==> config.mk <==
export PLATFORM = sky130hd
export DESIGN_NAME = fpw_ctrl
export DESIGN_NICKNAME = d
export VERILOG_FILES = /design/src/fpw_pkg.sv /design/src/fpw_ctrl.sv
export SDC_FILE = /design/constraint.sdc
export NUM_CORES = 1
export LEC_CHECK = 0
export BUFFER_PORTS_ARGS = -buffer_cell sky130_fd_sc_hd__buf_2
export CAP_MARGIN = 20
export CORE_MARGIN = 4
export CORE_UTILIZATION = 40
export DETAILED_ROUTE_END_ITERATION = 10
export PLACE_DENSITY = 0.69
export SLEW_MARGIN = 40
export SYNTH_ARGS = -nofsm -noshare
export SYNTH_HDL_FRONTEND = slang
export SYNTH_SLANG_ARGS = --single-unit
==> constraint.sdc <==
create_clock -name clk -period 2.2 [get_ports clk]
set_clock_uncertainty 0.15 [all_clocks]
set_input_delay 0.55 -clock clk [delete_from_list [all_inputs] [get_ports clk]]
set_output_delay 0.55 -clock clk [all_outputs]
set_load 0.01 [all_outputs]
==> src/fpw_pkg.sv <==
// Shared types and constants for the two-plane framebuffer pixel writer.
// Geometry, action and color codes, and the controller/datapath command and status words.
// No dependencies.
`default_nettype none

package fpw_pkg;

	// Panel memory geometry
	localparam int MEM_WIDTH   = 128;
	localparam int MEM_HEIGHT  = 296;
	localparam int ROW_BYTES   = (MEM_WIDTH + 7) / 8;
	localparam int PLANE_BYTES = ROW_BYTES * MEM_HEIGHT;
	localparam int ADDR_W      = $clog2(PLANE_BYTES);

	// Action codes
	typedef enum logic [2:0] {
		ACT_CLEAR = 3'd0,
		ACT_PIXEL = 3'd1,
		ACT_HRUN  = 3'd2,
		ACT_VRUN  = 3'd3,
		ACT_READ  = 3'd4
	} action_t;

	// Color codes; anything else paints white
	localparam logic [1:0] COLOR_BLACK = 2'd1;
	localparam logic [1:0] COLOR_RED   = 2'd2;

	// Controller to datapath
	typedef struct packed {
		logic latch;       // capture the accepted word
		logic calc;        // map current pixel to address and bit
		logic step;        // advance run counter
		logic mem_rd;      // read plane word
		logic pix_wr;      // write back modified plane word
		logic clr_wr;      // write zero at the sweep address
		logic load_result; // load the result bytes
	} cmd_t;

	// Datapath to controller
	typedef struct packed {
		logic last_pix;    // current pixel is the last of the item
		logic clr_last;    // sweep is at the last address
	} status_t;

endpackage

`default_nettype wire

==> src/fpw_ctrl.sv <==
// Controller: sequences clear sweeps, per-pixel read-modify-write and byte reads.
// Depends on fpw_pkg.
`default_nettype none

module fpw_ctrl (
	input  wire logic              clk,
	input  wire logic              arst_n,
	input  wire logic              start,
	input  wire logic [2:0]        action,
	input  wire logic [9:0]        run_length,
	input  wire fpw_pkg::status_t  status,
	output fpw_pkg::cmd_t          cmd,
	output logic                   busy,
	output logic                   done
);
	import fpw_pkg::*;

	typedef enum logic [7:0] {
		S_INIT   = 8'b0000_0001,
		S_IDLE   = 8'b0000_0010,
		S_CLEAR  = 8'b0000_0100,
		S_CALC   = 8'b0000_1000,
		S_READ   = 8'b0001_0000,
		S_WRITE  = 8'b0010_0000,
		S_BYTE   = 8'b0100_0000,
		S_FINISH = 8'b1000_0000
	} state_t;

	state_t state_q, state_d;
	logic   done_q;

	// Next state and commands
	always_comb begin
		state_d = state_q;
		cmd     = '0;
		unique case (state_q)
			S_INIT: begin
				cmd.clr_wr = 1'b1;
				if (status.clr_last)
					state_d = S_IDLE;
			end
			S_IDLE: begin
				if (start) begin
					cmd.latch = 1'b1;
					unique case (action_t'(action)) inside
						ACT_CLEAR: state_d = S_CLEAR;
						ACT_PIXEL: state_d = S_CALC;
						ACT_HRUN, ACT_VRUN:
							state_d = (run_length == 10'd0) ? S_FINISH : S_CALC;
						ACT_READ:  state_d = S_BYTE;
						default:   state_d = S_FINISH;
					endcase
				end
			end
			S_CLEAR: begin
				cmd.clr_wr = 1'b1;
				if (status.clr_last)
					state_d = S_FINISH;
			end
			S_CALC: begin
				cmd.calc = 1'b1;
				state_d  = S_READ;
			end
			S_READ: begin
				cmd.mem_rd = 1'b1;
				state_d    = S_WRITE;
			end
			S_WRITE: begin
				cmd.pix_wr = 1'b1;
				if (status.last_pix) begin
					state_d = S_FINISH;
				end else begin
					cmd.step = 1'b1;
					state_d  = S_CALC;
				end
			end
			S_BYTE: begin
				cmd.mem_rd = 1'b1;
				state_d    = S_FINISH;
			end
			S_FINISH: begin
				cmd.load_result = 1'b1;
				state_d         = S_IDLE;
			end
			default: state_d = S_IDLE;
		endcase
	end

	always_ff @(posedge clk or negedge arst_n) begin
		if (!arst_n) begin
			state_q <= S_INIT;
			done_q  <= 1'b0;
		end else begin
			state_q <= state_d;
			done_q  <= (state_q == S_FINISH);
		end
	end

	assign busy = (state_q != S_IDLE);
	assign done = done_q;

	// Result strobe only follows the finish step
	a_done_after_finish: assert property (@(posedge clk) disable iff (!arst_n)
		done_q |-> $past(state_q == S_FINISH))
		else $error("result strobe without finish step");

	// Strobe lasts one cycle
	a_done_single: assert property (@(posedge clk) disable iff (!arst_n)
		done_q |=> !done_q)
		else $error("result strobe longer than one cycle");

	// An accepted word always leaves idle
	a_accept_leaves_idle: assert property (@(posedge clk) disable iff (!arst_n)
		(state_q == S_IDLE && start) |=> (state_q != S_IDLE))
		else $error("accepted word did not start work");

	// Unfinished runs go back to the next pixel
	a_run_continues: assert property (@(posedge clk) disable iff (!arst_n)
		(state_q == S_WRITE && !status.last_pix) |=> (state_q == S_CALC))
		else $error("run ended early");

endmodule

`default_nettype wire
==> results of run 1 <==
cell usage in the layout (no fill, tap or decap):
cell type and n:
buf_2 24, buf_4 21, nor2_1 9, dfrtp_1 8, o21ai_0 5, inv_1 4, xor2_1 4, and4_1 3
o2111ai_1 3, clkbuf_4 3, nor2_2 2, nand4b_1 2, inv_2 2, nor3_1 2, nand3_1 2, o21a_1 2
a21oi_1 2, buf_6 2, or2_4 1, nor3b_1 1, or4_4 1, or4b_4 1, nor2_4 1, xnor2_1 1
or2_2 1, and2_4 1, nor4_2 1, and3_1 1, and3_2 1, nor4b_1 1, nor4_1 1, nor4b_2 1
o32ai_1 1, a221oi_1 1, and4b_1 1, clkbuf_1 1, dlygate4sd3_1 1, dfstp_2 1
layer usage:
layer | track usage, % | up-vias | routed length, microns | share of wire, %
met5 | 0 | - | 0 | 0
met4 | 8.602 | 0 | 27 | 1.5
met3 | 7.519 | 6 | 145 | 7.8
met2 | 28.50 | 27 | 951 | 51
li1 | - | 360 | - | -
met1 | 22.35 | 342 | 726 | 39
per-stage QoR:
| step | area, sq um | util [%] | setup TNS (ns) | worst slack, ns | std cells |
|---|---|---|---|---|---|
| floorplan | 638.1 | - | 0 | 0.1883 | 70 |
| finish | 987.2 | 65.53 | -0.4159 | -0.1109 | 136 |
| CTS | 964.7 | 64.04 | -0.4712 | -0.1086 | 134 |
| global route | 987.2 | 65.53 | -0.8622 | -0.1719 | 136 |
| detailed placement | 810.8 | 53.82 | 0 | 0.1341 | 116 |
| global placement | 810.8 | 53.82 | 0 | 0.1481 | 116 |
cell families after synthesis:
group	count (synthesis)
compound gates	14
xor+xnor	5
buf+inv	8
flops	9
simple gates	34
registers in the layout, indices dropped and copies added, names as in the netlist:
signal / flops
state_q: 8
done: 1
critical path, cell delays in order, from the launching register on:
cell     delay [ns]
dfrtp_1        0.39
or4_4          0.56
nor2_4         0.15
and2_4         0.15
buf_6          0.09
power groups by stage:
stage | Combinational (mW) | Sequential [mW] | Clock, mW
floorplan | 0.327 | 0.242 | 0
global placement | 0.491 | 0.232 | 0
detailed placement | 0.491 | 0.234 | 0
CTS | 0.647 | 0.224 | 0.132
global route | 0.709 | 0.233 | 0.140
finish | 0.654 | 0.230 | 0.129
cell usage after synthesis (all sizes together):
library cell | instances | area [sq um]
nor4 | 2 | 12.51
nor2 | 12 | 52.55
or4b | 1 | 13.76
o21a | 2 | 15.01
nand4b | 2 | 17.52
nor3b | 1 | 7.510
and2 | 1 | 7.510
and4b | 1 | 10.01
buf | 2 | 22.52
a221oi | 1 | 8.760
or4 | 1 | 11.26
and4 | 3 | 26.28
xor2 | 4 | 35.03
xnor2 | 1 | 8.760
or2 | 2 | 12.51
a21oi | 2 | 10.01
dfrtp | 8 | 200.2
dfstp | 1 | 26.28
nor4b | 2 | 23.77
inv | 6 | 22.52
and3 | 2 | 13.77
o2111ai | 3 | 26.28
o21ai | 5 | 25.02
o32ai | 1 | 8.760
nor3 | 2 | 10.01
nand3 | 2 | 10.01
cell type report:
cell class                      instances  area share (%)
Tap cell                               16           2.028
Sequential cell                         9           22.94
Clock buffer                            4           2.662
Inverter                                6           2.281
Timing Repair Buffer                   48           31.43
Multi-Input combinational cell         53           38.66
what timing repair did:
| item | CTS | global route |
|---|---|---|
| gates resized for setup | 5 | 3 |
| pin swaps | 7 | 4 |
| setup endpoints to repair | 6 | 8 |
| hold buffers | 1 | 0 |
| endpoints found under the hold margin | 8 | 0 |
| setup buffers | 13 | 2 |
path summary, 6_finish.rpt:
| kind | from | end | depth (start not counted) |
|---|---|---|---|
| max reg2reg | state_q[0] | state_q[3] | 12 |
| min | action[2] | state_q[6] | 3 |
| min in group asynchronous | arst_n | done | 2 |
| min reg2reg | state_q[4] | state_q[5] | 2 |
| max | state_q[5] | cmd[6] | 4 |
| max in group asynchronous | arst_n | state_q[0] | 2 |
==> summary.txt, run 1 <==
CTS
  • CTS tree: done
  • Clock-pin slew reported for the worst setup and hold paths after clock tree synthesis: 0.07 ns
  • Number of buffers added by the clock tree synthesis step: 3
  • TritonCTS sink count: 9
  • Clock Root Buffer: clkbuf_4
  • Largest buffer count on any clock path: 2
  • # H-tree levels: 1
  • Clock network latency to the later pin of the worst-skew pair: 0.27 ns

STA
  • Final setup violating endpoints: 6
  • Slack of the critical path: -0.1109 ns
  • Tightest Pin Transition: 0.4506 ns
  • Fmax: 432.7 MHz
  • Number of slew-limit violations in the final report: 0
  • Shortest clock period the worst path allows after layout: 2.311 ns
  • Period utilisation layout: 105.0%
  • Hold Slack: 0.3941 ns
  • RSZ-0062 raised after global routing: true
  • Rel. slew slack: 69.96%
  • Final hold vios: 0

Worst setup path
  • Maximum fanout encountered on the critical timing path: 3
  • Startpoint Class: flip-flop
  • Endpoint required time on the critical path: 1.50 ns
  • Worst reg-to-reg setup slack: -0.09 ns
  • Critical Setup Path Class: reg -> out
  • Critical Path AT: 1.61 ns
  • Endpoint kind of the worst setup timing path: output pin

Floorplan
  • Initial core utilization: 42.36%
  • Floorplan die width: 47.94 microns
  • Die Area: 0.002298 sq mm
  • Area of the core: 0.001506 sq mm
  • Top Ports: 27
  • Cell row count: 14
  • Height of the die: 47.94 microns

Pwr
  • Clock share of power: 12.7%
  • Leakage: 0.5358 nW
  • Power spent charging and discharging nets: 393.9 uW
  • Proportion of power drawn by flip-flops and latches: 22.7%
  • Pwr Total: 1.013 mW
  • Worst IR Drop VDD: 0.0007292 V
  • Share of total power in combinational logic: 64.5%
  • Switch share: 38.87%
  • Internal Power: 619.5 uW
  • Power density cells: 1027 mW/mm^2

Yosys
  • XOR/XNOR share of the synthesized area: 6.863%
  • Synthesized flop and latch total: 9
  • Yosys Warn Count: 0
  • Post-Syn Area per Cell: 9.116 sq um
  • Compound-gate portion of the synthesized area: 14.71%
  • Number of cells produced by synthesis: 70
  • Largest family of logic cells by synthesized area: simple AND/OR/NAND/NOR gates
  • Post-Syn Nets: 88
  • Mux share of post-synthesis cell area: 0%
  • Sequential fraction of the synthesis area: 35.49%
  • Simple-gate share of the synthesized area: 35.88%
  • Adder-cell area share of the yosys netlist: 0%
  • Number of different library cells in the post-synthesis netlist: 30
  • Total standard cell area after synthesis: 638.1 sq um

Status
  • Result of the run: finished, violations left
  • Failing checks: negative setup slack

Global routing
  • Vias in the first global route: 648
  • Global-route wire length before repair: 2870 microns
  • All-layer global routing usage: 18.49%
  • Initial antenna violation count: 0
  • GR Overflow Total: 0
  • Pin count of the biggest net entering global routing: 10

Final layout
  • Layout filler cell count: 140
  • Flip-flop and latch area: 226.5 sq um
  • Area Growth Syn to Fin: 54.71%
  • Multi-input gate area in the final layout: 381.6 sq um
  • Share of cells above drive strength 1: 53.33%
  • Final layout net count: 139
  • Ant. Diodes: 0

Place
  • DP Wirelength: 1356 microns
  • RePlAce Congestion: 0.9232
  • Number of port buffers: 26

Drt
  • Routed wire length: 1851 microns
  • Detailed-routing iteration count for the pre-antenna-repair pass: 4
  • Detailed-route DRC error count: 0
  • Vias per inst: 5.404
  • DRT antenna net count: 0
  • DR vias: 735
  • 1st-iter DRT viols: 11
  • WL per Instance: 13.61 microns

Hold path
  • Type of the most critical hold path: in -> reg

Flow run
  • # Max-Cap Violations: 0
No activity file was read; power rests on OpenSTA's default activity.
==> inputs of run 2 (changes only) <==
--- a/config.mk
+++ b/config.mk
@@ -5,7 +5,7 @@
 export SDC_FILE = /design/constraint.sdc
 export NUM_CORES = 1
 export LEC_CHECK = 0
-export BUFFER_PORTS_ARGS = -buffer_cell sky130_fd_sc_hd__buf_2
+export BUFFER_PORTS_ARGS = -buffer_cell sky130_fd_sc_hd__buf_4
 export CAP_MARGIN = 20
 export CORE_MARGIN = 4
 export CORE_UTILIZATION = 40
==> run 2 against run 1 <==
Against the previous run:
- the run still ends with negative setup slack left
- via count is 7.9% lower
- combinational power is 3% lower
- sequential cell count stayed put
- first-iteration DRC count is 82% lower
- critical endpoint unchanged
==> summary.txt, run 2 (synthesis gave the netlist of run 1 again) <==
Drt
  • DR vias: 677
  • Detailed-route DRC error count: 0
  • Vias per inst: 5.373
  • DRT antenna net count: 0
  • 1st-iter DRT viols: 2
  • Detailed-routing iteration count for the pre-antenna-repair pass: 2
  • WL per Instance: 14.17 microns
  • Routed wire length: 1785 microns

Floorplan
  • Top Ports: 27
  • Area of the core: 0.001506 sq mm
  • Initial core utilization: 42.36%
  • Floorplan die width: 47.94 microns
  • Die Area: 0.002298 sq mm
  • Cell row count: 14
  • Height of the die: 47.94 microns

Final layout
  • Final layout net count: 129
  • Layout filler cell count: 139
  • Post-layout instance count excluding filler cells: 126
  • Most frequent cells in the layout: 34 x buf_4, 10 x nor2_1, 7 x dfrtp_1
  • Summed area of non-filler cells in the final layout: 973.4 sq um
  • Share of cells above drive strength 1: 49.09%
  • Flip-flop count of the largest register after layout: 8
  • Ant. Diodes: 0
  • Area Growth Syn to Fin: 52.55%
  • Multi-input gate area in the final layout: 377.9 sq um
  • Final core occ: 64.62%
  • Most common cell after layout, fill and taps aside: buf_4
  • Flip-flop and latch area: 227.7 sq um
  • Register with the most flip-flops: state_q

Worst setup path
  • Crit-path max cell delay: 0.57 ns
  • Critical Path Start: state_q[2]
  • Startpoint Class: flip-flop
  • Startpoint of the lowest-slack register-to-register path: state_q[2]
  • Chain of cells forming the critical path: or4b_4 -> nor2_4 -> and2_4 -> buf_6
  • Critical Path AT: 1.61 ns
  • Critical Setup Path Class: reg -> out
  • Maximum fanout encountered on the critical timing path: 3
  • Critical-path cell with the highest stage delay: or4b_4
  • Endpoint required time on the critical path: 1.50 ns
  • Endpoint kind of the worst setup timing path: output pin

STA
  • Tightest Pin Transition: 0.5036 ns
  • Final hold vios: 0
  • Final setup violating endpoints: 5
  • Period utilisation layout: 104.9%
  • Shortest clock period the worst path allows after layout: 2.308 ns
  • Fmax: 433.4 MHz
  • Hold Slack: 0.3699 ns
  • Setup_tns: -0.2541 ns
  • Number of slew-limit violations in the final report: 0
  • Slack of the critical path: -0.1076 ns
  • Rel. slew slack: 66.43%
  • RSZ-0062 raised after global routing: true

Hold path
  • Hold Crit Start: action[2]
  • Type of the most critical hold path: in -> reg

Place
  • RePlAce Congestion: 0.9132
  • Number of placed instances with taps included: 116
  • Number of port buffers: 26
  • Placement-stage worst setup slack: 0.1355 ns
  • Placed inst area: 875.8 sq um
  • DP Wirelength: 1404 microns

CTS
  • CTS tree: done
  • Clock Root Buffer: clkbuf_4
  • Clock network latency to the later pin of the worst-skew pair: 0.26 ns
  • Number of buffers added by the clock tree synthesis step: 3
  • Largest buffer count on any clock path: 2
  • TritonCTS sink count: 9
  • Clock-pin slew reported for the worst setup and hold paths after clock tree synthesis: 0.06 ns
  • # H-tree levels: 1

Pwr
  • Power density cells: 1023 mW/mm^2
  • Leakage: 0.4978 nW
  • Pwr Total: 996.1 uW
  • Worst IR Drop VDD: 0.0004840 V

Flow run
  • # Max-Cap Violations: 0

Global routing
  • Initial antenna violation count: 0
  • All-layer global routing usage: 18.15%
  • Pin count of the biggest net entering global routing: 10
  • Global-route wire length before repair: 2863 microns
  • Vias in the first global route: 680
  • GR Overflow Total: 0

Status
  • Result of the run: finished, violations left
  • Failing checks: negative setup slack
-- run 2: per-layer routing --
layer / part of all wire [%] / global-route usage, %
met5: 0 / 0
met4: 2.5 / 6.989
met3: 6.4 / 7.895
met2: 50 / 30.08
met1: 41 / 20.40
-- run 2: critical path, delay by kind of cell, from the launching register on --
kind	cells	cell delay, ns
AND/OR/NAND/NOR	3	0.87
flip-flops	1	0.40
buffers and inverters	1	0.09
-- run 2: power breakdown --
part | switching (mW) | leakage (nW) | internal (mW)
Combinational | 0.292 | 0.365 | 0.344
Clock | 0.0551 | 0.0150 | 0.0697
Sequential | 0.0318 | 0.117 | 0.203
Total | 0.379 | 0.498 | 0.617
-- run 2: area by class of cell --
cell class                 count  share of cell area [%]
sequential                     9                   23.39
clock buffer                   4                   2.699
timing repair buffer          38                   30.72
tap                           16                   2.057
inverter                       6                   2.314
multi-input combinational     53                   38.82
-- run 2: final timing paths --
check	to	slack (ns)	cells past startpoint
setup / recovery	cmd[6]	-0.11	4
hold / removal	state_q[2]	0.37	2
setup reg to reg	state_q[3]	0.19	7
hold reg to reg	state_q[0]	0.49	1
max in group asynchronous	state_q[0]	1.18	2
min in group asynchronous	state_q[6]	0.50	2
-- run 2: what timing repair did --
action | 4_1_cts | 5_1_grt
setup endpoints to repair | 6 | 9
hold endpoints to repair | 8 | 0
buffers inserted | 6 | 1
pin swaps | 5 | 5
gates resized for setup | 4 | 5
hold buffers | 1 | 0
